<file path="src/rtl/vna_pkg.sv">
// Shared types and constants for the vertex normal accumulator.
// Holds request and status codes, the controller state and datapath command/status structs.
// No dependencies.
package vna_pkg;

  typedef enum logic [1:0] {
    REQ_LOAD = 2'd0,
    REQ_TRI  = 2'd1,
    REQ_READ = 2'd2,
    REQ_NOP  = 2'd3
  } req_t;

  localparam logic [1:0] STAT_OK       = 2'd0;
  localparam logic [1:0] STAT_RANGE    = 2'd1;
  localparam logic [1:0] STAT_ZERO_LEN = 2'd2;

  localparam int FRAC_BITS  = 14;   // Q1.14 output scale
  localparam int MAG_BITS   = 30;   // magnitudes are scaled below 2^30
  localparam int SQ_BITS    = 62;
  localparam int ROOT_BITS  = 31;
  localparam int REM_BITS   = 46;
  localparam int DIV_STEPS  = 15;
  localparam logic [14:0] Q_ONE = 15'd16384;

  localparam logic [5:0] MUL_LAST  = 6'd5;
  localparam logic [5:0] SQ_LAST   = 6'd2;
  localparam logic [5:0] SQRT_LAST = 6'd31;
  localparam logic [5:0] DIV_LAST  = 6'd14;
  localparam logic [1:0] IDX_LAST  = 2'd2;

  typedef enum logic [4:0] {
    ST_IDLE, ST_DECODE, ST_LOAD, ST_VRD, ST_DIFF, ST_MUL, ST_SRD, ST_SACC,
    ST_MAG, ST_CHK, ST_SHIFT, ST_SQ, ST_SQRT_INIT, ST_SQRT, ST_DIV_INIT,
    ST_DIV, ST_DONE
  } state_t;

  typedef enum logic [3:0] {
    OP_NONE, OP_CAPTURE, OP_LOAD, OP_VRD, OP_DIFF, OP_MUL, OP_SRD, OP_SACC,
    OP_MAG, OP_ZERO, OP_SHIFT, OP_SQ, OP_SQRT_INIT, OP_SQRT, OP_DIV_INIT,
    OP_DIV
  } op_t;

  typedef struct packed {
    op_t  op;
    logic out_load;
    logic cnt_clr;
    logic idx_clr;
    logic idx_inc;
  } cmd_t;

  typedef struct packed {
    req_t       req;
    logic       range_err;
    logic       acc_zero;
    logic       mag_big;
    logic       out_free;
    logic [5:0] cnt;
    logic [1:0] idx;
  } sts_t;

endpackage

</file>
<file path="src/rtl/vna_ctrl.sv">
// Sequencing state machine for the vertex normal accumulator.
// Depends on vna_pkg; drives datapath commands from its status.
module vna_ctrl import vna_pkg::*; (
  input  logic clk,
  input  logic rst_n,
  input  logic in_valid,
  output logic in_ready,
  input  sts_t sts,
  output cmd_t cmd
);

  state_t state_r, state_nxt;

  always_ff @(posedge clk) begin
    if (!rst_n) state_r <= ST_IDLE;
    else        state_r <= state_nxt;
  end

  always_comb begin
    state_nxt = state_r;
    unique case (state_r)
      ST_IDLE:      if (in_valid) state_nxt = ST_DECODE;
      ST_DECODE: begin
        if (sts.range_err) state_nxt = ST_DONE;
        else begin
          unique case (sts.req)
            REQ_LOAD: state_nxt = ST_LOAD;
            REQ_TRI:  state_nxt = ST_VRD;
            REQ_READ: state_nxt = ST_SRD;
            default:  state_nxt = ST_DONE;
          endcase
        end
      end
      ST_LOAD:      state_nxt = ST_DONE;
      ST_VRD:       if (sts.idx == IDX_LAST) state_nxt = ST_DIFF;
      ST_DIFF:      state_nxt = ST_MUL;
      ST_MUL:       if (sts.cnt == MUL_LAST) state_nxt = ST_SRD;
      ST_SRD:       state_nxt = (sts.req == REQ_TRI) ? ST_SACC : ST_MAG;
      ST_SACC:      state_nxt = (sts.idx == IDX_LAST) ? ST_DONE : ST_SRD;
      ST_MAG:       state_nxt = ST_CHK;
      ST_CHK:       state_nxt = sts.acc_zero ? ST_DONE : ST_SHIFT;
      ST_SHIFT:     if (!sts.mag_big) state_nxt = ST_SQ;
      ST_SQ:        if (sts.cnt == SQ_LAST) state_nxt = ST_SQRT_INIT;
      ST_SQRT_INIT: state_nxt = ST_SQRT;
      ST_SQRT:      if (sts.cnt == SQRT_LAST) state_nxt = ST_DIV_INIT;
      ST_DIV_INIT:  state_nxt = ST_DIV;
      ST_DIV: begin
        if (sts.cnt == DIV_LAST)
          state_nxt = (sts.idx == IDX_LAST) ? ST_DONE : ST_DIV_INIT;
      end
      ST_DONE:      if (sts.out_free) state_nxt = ST_IDLE;
      default:      state_nxt = ST_IDLE;
    endcase
  end

  always_comb begin
    cmd          = '0;
    cmd.op       = OP_NONE;
    cmd.cnt_clr  = (state_nxt != state_r);
    in_ready     = 1'b0;
    unique case (state_r)
      ST_IDLE: begin
        in_ready = 1'b1;
        if (in_valid) cmd.op = OP_CAPTURE;
      end
      ST_DECODE:    cmd.idx_clr = 1'b1;
      ST_LOAD:      cmd.op = OP_LOAD;
      ST_VRD: begin
        cmd.op      = OP_VRD;
        cmd.idx_inc = 1'b1;
      end
      ST_DIFF: begin
        cmd.op      = OP_DIFF;
        cmd.idx_clr = 1'b1;
      end
      ST_MUL:       cmd.op = OP_MUL;
      ST_SRD:       cmd.op = OP_SRD;
      ST_SACC: begin
        cmd.op      = OP_SACC;
        cmd.idx_inc = 1'b1;
      end
      ST_MAG:       cmd.op = OP_MAG;
      ST_CHK:       if (sts.acc_zero) cmd.op = OP_ZERO;
      ST_SHIFT:     if (sts.mag_big) cmd.op = OP_SHIFT;
      ST_SQ:        cmd.op = OP_SQ;
      ST_SQRT_INIT: begin
        cmd.op      = OP_SQRT_INIT;
        cmd.idx_clr = 1'b1;
      end
      ST_SQRT:      cmd.op = OP_SQRT;
      ST_DIV_INIT:  cmd.op = OP_DIV_INIT;
      ST_DIV: begin
        cmd.op      = OP_DIV;
        cmd.idx_inc = (sts.cnt == DIV_LAST);
      end
      ST_DONE:      cmd.out_load = sts.out_free;
      default:      cmd.op = OP_NONE;
    endcase
  end

endmodule

</file>
<file path="config.mk">
export PLATFORM = sky130hd
export DESIGN_NAME = vna_ctrl
export DESIGN_NICKNAME = d
export VERILOG_FILES = /design/src/rtl/vna_pkg.sv /design/src/rtl/vna_ctrl.sv
export SDC_FILE = /design/constraint.sdc
export NUM_CORES = 1
export LEC_CHECK = 0
export BUFFER_PORTS_ARGS = -buffer_cell sky130_fd_sc_hd__buf_2
export CORE_MARGIN = 10
export CORE_UTILIZATION = 50
export DETAILED_ROUTE_END_ITERATION = 6
export HOLD_SLACK_MARGIN = 0.05
export PLACE_DENSITY = 0.82
export SYNTH_ARGS = -nofsm -noshare
export SYNTH_HDL_FRONTEND = slang
export SYNTH_SLANG_ARGS = --single-unit
</file>
<file path="constraint.sdc">
create_clock -name clk -period 2.4 [get_ports clk]
set_clock_uncertainty 0.2 [all_clocks]
set_input_delay 0.24 -clock clk [delete_from_list [all_inputs] [get_ports clk]]
set_output_delay 0.24 -clock clk [all_outputs]
set_load 0.03 [all_outputs]
</file>
After elaboration in Yosys (flattened, before gate mapping)
Index checks and enable logic that the tools add are counted.
W data, S select, Z words.
- logic and storage cells: 52
- bits in registers: 5
- memories kept: 0
- output and inout bits: 9
- input port bits: 17
- bits in latches: 0
- RAM bits: 0
- memory bits (read-only): 0
- magnitude comparators: 0
- $mul: 0
- equality and inequality tests: 24
- reduce and logical (&&, ||, !) cells: 4
- mux-type cells: 23
- shifts and indexed selects: 0
- add/subtract/negate cells: 0
- bitwise gates (word level): 0
- div/mod/pow operators: 0
- operator list (kind ; number):
    $pmux W5 S17 ; 1
    $mux W5 ; 12
    $pmux W4 S15 ; 1
    $eq A5 B4 Y1 const B ; 8
    $eq A5 B3 Y1 const B ; 4
    $pmux W5 S3 ; 1
    $mux W4 ; 3
    $eq A5 B2 Y1 const B ; 2
    $eq A6 B2 Y1 const B ; 1
    $eq A6 B3 Y1 const B ; 1
    $eq A6 B4 Y1 const B ; 1
    $eq A6 B5 Y1 const B ; 1
    $eq A5 B1 Y1 const B ; 1
    $eq A5 B5 Y1 const B ; 1
    $logic_not A5 Y1 ; 1
    $ne A5 B5 Y1 ; 1
    $eq A2 B2 Y1 const B ; 2
    $mux W1 ; 4
    $reduce_or A3 Y1 ; 1
    $eq A2 B1 Y1 const B ; 1
    $logic_not A2 Y1 ; 1
    $pmux W1 S2 ; 1
    $reduce_or A2 Y1 ; 1

Depth between registers and ports, before layout
Gate-level depths: netlist (run 1).
- word-level depth: 5
- mapped depth: 8
- gate-level depth less buffers: 6

Worst setup path before layout (run 1)
Ideal clock, no wire load.
- kind: register to output
- from: register state_r[4]
- to: output port cmd[2] (netlist name)
- slack: 0.288 ns
- required time: 1.960 ns
- stages on the path, launching flop included: 8
- path buffers: 1
- data arrival time: 1.672 ns
- cell sequence: dfxtp_1 > buf_4 > clkinv_2 > nand3_1 > a2111oi_2 > nand4b_4 > xnor2_2 > nand4_1
- RTL lines (what ; line ; RTL):
    start, declared ; vna_ctrl.sv:12 ; state_t state_r, state_nxt;
    start signal, assigned ; vna_ctrl.sv:16 ; else state_r <= state_nxt;
    end, declared ; vna_ctrl.sv:9 ; output cmd_t cmd

==> metrics, run 1 <==
status complete, no violations; vias in the first global route 1055; P per Cell Area 327.1 nW/um^2; Mapped Area 838.3 um^2; hold slack 0.07371 ns; Mapped Nets 134; worst skew pair latency 0.24 ns; Max-slew headroom 73.33%; max-cap viol count 0; Max Slew Vio Count 0; FF-to-FF setup slack 0.54 ns; Reg with most FFs state_r; CP peak stage delay 0.44 ns; initial core utilization 54.38%; crit end category output pin; sequential area share after synthesis 11.94%; final wirelength 3.697 mm; Placer Congestion 1.027; Root Driver clkbuf_4; CTS tree yes; Num CTS Buffers 3; first-pass GRT wire length 4.850 mm; max reg flops 5; Least-Margin Pin Slew 0.3991 ns; Rows 14; slowest CP cell dfxtp_4; ys flop type dfxtp_1; router iterations before antenna repair 6; die width 60.95 um; Top Ports 26; flops & latches, synth 5; Die Y 60.95 um; Final Non-Filler Cells 177; WP data arrival 1.94 ns; asr flop ratio synth 0%; clock tree buffer depth 2; Period Utilization, post-route 99.35%; vias per cell 6.734; largest registers state_r x5; crit-path cells inv_1, buf_4, o211ai_1, a31oi_2, a41oi_2, nand4_1, buf_6; final net count 179; die area 3714 um^2; core area 1541 um^2; Fillers 85; startpoint types flop; leakage 0.5208 nW; Cells after Synth 117; Yosys Warn Count 0; Vias 1192; unique cell type count in the Yosys netlist 51; Mean Syn Cell Area 7.165 um^2; share of layout cells above drive strength 1 52.17%; final core utilization 84.25%; Max Freq 419.4 MHz; placed cell count 169; largest net degree at the start of global routing 14; clk sinks 5; worst-path fanout max 13; min-delay worst type input pin to flop; min Tclk post-route 2.384 ns; Post-CTS Hold Buffers 0; ANT nets after route 0; final global-route overflow total 0; DR iter-0 viols 96; Antenna diodes 0; Post-route DRC 0; Reg clk slew, reported paths 0.05 ns; Crit Path Category flop to output pin; PortBufs 25; TNS Setup 0 ns; initial antenna violation count 0; Area growth syn-to-layout 54.93%; setup violators final 0; final hold viol count 0; VDD IR max 0.3514 mV; H-tree levels 1; WL/cell 20.89 um; EDFF count, synth 0; CP required 1.96 ns; Total Routing Usage GR 16.16%; Post-DP HPWL 2.423 mm
layout by cell type (no fill, tap or decap), types with 2 or more instances in the layout:
cell type and n:
or3_1 2, and2_1 2, dfxtp_4 4, nor2b_1 2
nor3_1 4, nand2b_4 2, buf_4 19, nor2_1 8
nand2b_1 4, clkbuf_4 3, o211ai_1 3, nand3_1 5
a31oi_1 4, nor2_2 2, buf_6 4, o21ai_0 2
a21oi_1 7, nand2_1 12, nor4_4 2, buf_2 24
inv_1 5
cell type report:
type	count	area, um^2	share of cell area [%]
Clock buffer	4	26.28	2.023
Inverter	7	27.53	2.119
Multi-Input combinational cell	98	800.8	61.66
Sequential cell	5	116.4	8.960
Tap cell	16	20.02	1.541
Timing Repair Buffer	47	307.8	23.70
power breakdown:
group          total [mW]  switching [mW]  internal [mW]  leakage (nW)
Sequential         0.0973          0.0115         0.0857        0.0441
Combinational       0.229           0.129         0.0996         0.462
Clock              0.0989          0.0360         0.0629        0.0150
Total               0.425           0.177          0.248         0.521
cells by family after synthesis:
| group | Yosys count | share of synthesized area (%) |
|---|---|---|
| multiplexers | 1 | 1.194 |
| buffers and inverters | 14 | 8.058 |
| XOR/XNOR | 2 | 2.986 |
| flip-flops | 5 | 11.94 |
| AND/OR/NAND/NOR | 61 | 45.22 |
| AO/OA/AOI/OAI | 34 | 30.60 |
metal layers:
metal  vias to the layer above  wire [um]  GRT usage [%]  part of all wire, %
met1                       532       1368          20.51                   37
met4                         0        209          5.643                  5.7
li1                        535          -              -                    -
met3                        22        421          2.505                   11
met5                         -          0              0                    0
met2                       103       1698          26.78                   46
timing repair:
item                                    in CTS  in global routing
endpoints found under the setup margin       1                  1
pin swaps                                    0                  7
setup buffers                                0                  4
resized for setup                           10                 28
worst max-delay path: cells and delay by family, from the launching register on:
kind	cells	cell delay (ns)
AOI/OAI and AO/OA	3	0.65
DFF	1	0.44
buffers and inverters	3	0.47
and+or+nand+nor	1	0.14
cell usage after synthesis, types with 2 or more instances:
cell type	count	share of area, %
nor2_1	10	4.5
nand2_1	12	5.4
nor4b_1	2	2.1
and3_1	2	1.5
nand2b_1	5	3.7
dfxtp_1	5	12
a311oi_1	2	2.1
and2_1	2	1.5
nor2b_1	3	2.2
inv_1	5	2.2
o211ai_1	3	2.7
buf_4	2	1.8
a31oi_1	5	3.7
o21ai_0	2	1.2
nand3_1	6	3.6
buf_2	5	3.0
nor3_1	5	3.0
or3_1	2	1.5
a21oi_1	7	4.2
per-stage QoR:
step	power [mW]	area, um^2	worst slack [ns]
floorplan	0.2138	838.3	0.2881
global placement	0.2698	1079	0.05637
detailed placement	0.2719	1079	0.001750
CTS	0.3735	1139	0.02074
global route	0.4453	1299	-0.06694
finish	0.4248	1299	0.01567
path summary, 6_finish.rpt:
kind,start,to,cells past startpoint
min,rst_n,state_r[3],2
min reg2reg,state_r[4],state_r[4],3
max,state_r[3],cmd[2],7
max reg2reg,state_r[1],state_r[2],6
Note: power is estimated with default switching activity, not from simulation.
==> run 2: changes to the inputs <==
ABC_AREA = 1   (was default)
==> run 2 against run 1 <==
Effect of this change: clock power is 0.7% higher; utilization is 9.9 points lower; combinational power is 17% lower; sequential power is 0.7% higher; final cell count is 24% higher; worst setup slack better by 0.12 ns; area after synthesis is 0.60% higher; synthesized cell count is 46% higher; sequential cell count stayed put; maximum frequency is 5.5% higher; global-route usage is 0.25 points higher; critical endpoint unchanged.
==> metrics, run 2 <==
status complete, no violations; asr flop ratio synth 0% (unchanged); flops & latches, synth 5 (unchanged); Max Slew Vio Count 0 (unchanged); Area growth syn-to-layout 37.54%; VDD IR max 0.4083 mV (+16%); setup violators final 0 (unchanged); vias in the first global route 1138 (+7.9%); clk sinks 5 (unchanged); Max Freq 442.4 MHz (+5.5%); hold slack 0.1934 ns (+0.1196 ns); Worst Setup SP state_r[4]; largest registers state_r x5; ys flop type dfxtp_1; final wirelength 3.124 mm (-15%); TNS Setup 0 ns (unchanged); Total Routing Usage GR 16.42% (+0.25 points); Antenna diodes 0 (unchanged); Period Utilization, post-route 94.18% (-5.2 points); die area 3730 um^2 (+0.41%); r2r endpoint state_r[2]; Root Driver clkbuf_4; core area 1559 um^2 (+1.1%); unique cell type count in the Yosys netlist 20 (-61%); worst skew pair latency 0.24 ns (about the same); largest area contributor in the netlist nand2_1; initial antenna violation count 0 (unchanged); initial core utilization 54.09% (-0.29 points); Least-Margin Pin Slew 0.3290 ns (-0.07005 ns); ANT nets after route 0 (unchanged); CP required 1.96 ns (about the same); largest family of logic cells by synthesized area simple AND/OR/NAND/NOR gates; synth cell count leaders 51 x nand2_1, 31 x nor2_1, 28 x inv_1; crit end category output pin; EDFF count, synth 0 (unchanged); max-cap viol count 0 (unchanged); first-pass GRT wire length 4.823 mm (-0.56%); Mean Syn Cell Area 4.932 um^2 (-31%); final global-route overflow total 0 (unchanged); Cells after Synth 171 (+46%); share of layout cells above drive strength 1 31.03% (-21 points); vias per cell 5.735 (-15%); synth top area cells nand2_1 23%, nand3_1 16%, nor2_1 14%; startpoint types flop; WL/cell 14.26 um (-32%); largest net degree at the start of global routing 9 (-5); pre-CTS setup slack 0.1974 ns (+0.1957 ns); Top Ports 26 (unchanged); Placer Congestion 1.010 (-1.7%); Post-Synth Simple-Gate Area 64.09% (+19 points); sequential area share after synthesis 11.87% (-0.071 points); Post-DP HPWL 2.537 mm (+4.7%); Worst R2R Path Depth 6 (unchanged); min Tclk post-route 2.260 ns (-0.1240 ns); final worst slack 0.1396 ns (+0.1240 ns); router iterations before antenna repair 4 (-2); Compound-Gate Fraction of Synth Area 8.160% (-22 points); WP data arrival 1.82 ns (-0.12 ns); mux cell area share after synthesis 0% (-1.2 points); worst-path fanout max 8 (-5); post-synth top area share 22.70% (+11 points); commonest non-fill, non-tap cell in the layout nand2_1; Rows 14 (unchanged); PortBufs 25 (unchanged); final core utilization 74.40% (-9.9 points); min-delay worst type input pin to flop; Die Y 61.07 um (+0.21%); CTS tree yes; Crit Path Category flop to output pin; Reg with most FFs state_r; Mapped Nets 188 (+40%); DR iter-0 viols 75 (-22%); leakage 0.7182 nW (+38%); Reg clk slew, reported paths 0.04 ns (about the same); commonest cells after routing, fill and taps aside 46 x nand2_1, 27 x inv_1, 24 x buf_2; RSZ-0062 raised after global routing no; Max-slew headroom 77.86% (+4.5 points); worst setup path endpoint cmd[2]; P per Cell Area 333.8 nW/um^2 (+2.1%); most frequent cell after synthesis nand2_1; final net count 221 (+23%); Num CTS Buffers 3 (unchanged); Adder-Cell Fraction of Synth Area 0% (unchanged); max reg flops 5 (unchanged); clock tree buffer depth 2 (unchanged); die width 61.07 um (+0.21%); final hold viol count 0 (unchanged); Mapped Area 843.3 um^2 (+0.60%); Yosys Warn Count 0 (unchanged); FF-to-FF setup slack 0.74 ns (+0.20 ns); Vias 1256 (+5.4%); Crit Reg-Reg Startpoint state_r[1]; XOR/XNOR share of the synthesized area 0% (-3.0 points); H-tree levels 1 (unchanged); Post-route DRC 0 (unchanged)
==> run 2: cell type report <==
cell class              instances  area [um^2]
clock buffers                   4        26.28
fillers                       136        399.1
inverters                      29        111.4
multi-input cells             135        721.9
flip-flops and latches          5        112.6
well taps                      16        20.02
repair buffers                 30        167.7
==> run 2: kinds of logic (layout without fill, tap and decap cells) <==
kind of cell / after synthesis / after routing
simple gates: 124 / 124
buf+inv: 31 / 63
compound gates: 11 / 11
flops: 5 / 5
==> run 2: power by group <==
group          total (mW)  internal (mW)  switching, mW
Combinational       0.190         0.0636          0.126
Clock              0.0996         0.0630         0.0366
Sequential         0.0980         0.0870         0.0110
==> run 2: repair_timing <==
| item | in CTS | in global routing |
|---|---|---|
| buffers inserted | 0 | 1 |
| hold endpoints to repair | 1 | 0 |
| endpoints found under the setup margin | 1 | 1 |
| cloned | 0 | 0 |
| pin swaps | 0 | 3 |
| hold buffers | 1 | 0 |
| resized for setup | 3 | 37 |
==> run 2: critical path, cell delays in order, from the launching register on <==
cell and delay, ns:
dfxtp_1 0.33, inv_4 0.11, nand2_2 0.08, nor2_4 0.25, nand3_4 0.13, nand3_1 0.13, nor2_2 0.06, nand3_1 0.10
inv_1 0.05, nor2_1 0.10, nand2_1 0.06, buf_4 0.16
==> run 2: how the worst min path moves through the flow <==
| stage | startpoint | to | slack (ns) | cells after the start |
|---|---|---|---|---|
| 2_1_floorplan | rst_n | state_r[0] | 0.14 | 2 |
| 3_3_place_gp | rst_n | state_r[0] | 0.27 | 3 |
| 3_5_place_dp | rst_n | state_r[0] | 0.28 | 3 |
| 4_1_cts | in_valid | state_r[0] | 0.21 | 5 |
| 5_1_grt | in_valid | state_r[0] | 0.25 | 5 |
| 6_report | in_valid | state_r[0] | 0.19 | 5 |
==> run 2: per-layer routing <==
metal | routed length (um) | vias up | global-route usage [%]
li1 | - | 619 | -
met1 | 1187 | 554 | 19.63
met2 | 1598 | 72 | 27.96
met3 | 265 | 11 | 3.498
met4 | 72 | 0 | 6.189
met5 | 0 | - | 0
==> run 2: per-stage QoR <==
step	cell area [um^2]	std cells	total power [mW]
finish	1160	219	0.3872
floorplan	843.3	171	0.2125
detailed placement	985.9	213	0.2640
global placement	985.9	213	0.2622
global route	1160	219	0.4100
CTS	1035	218	0.3668
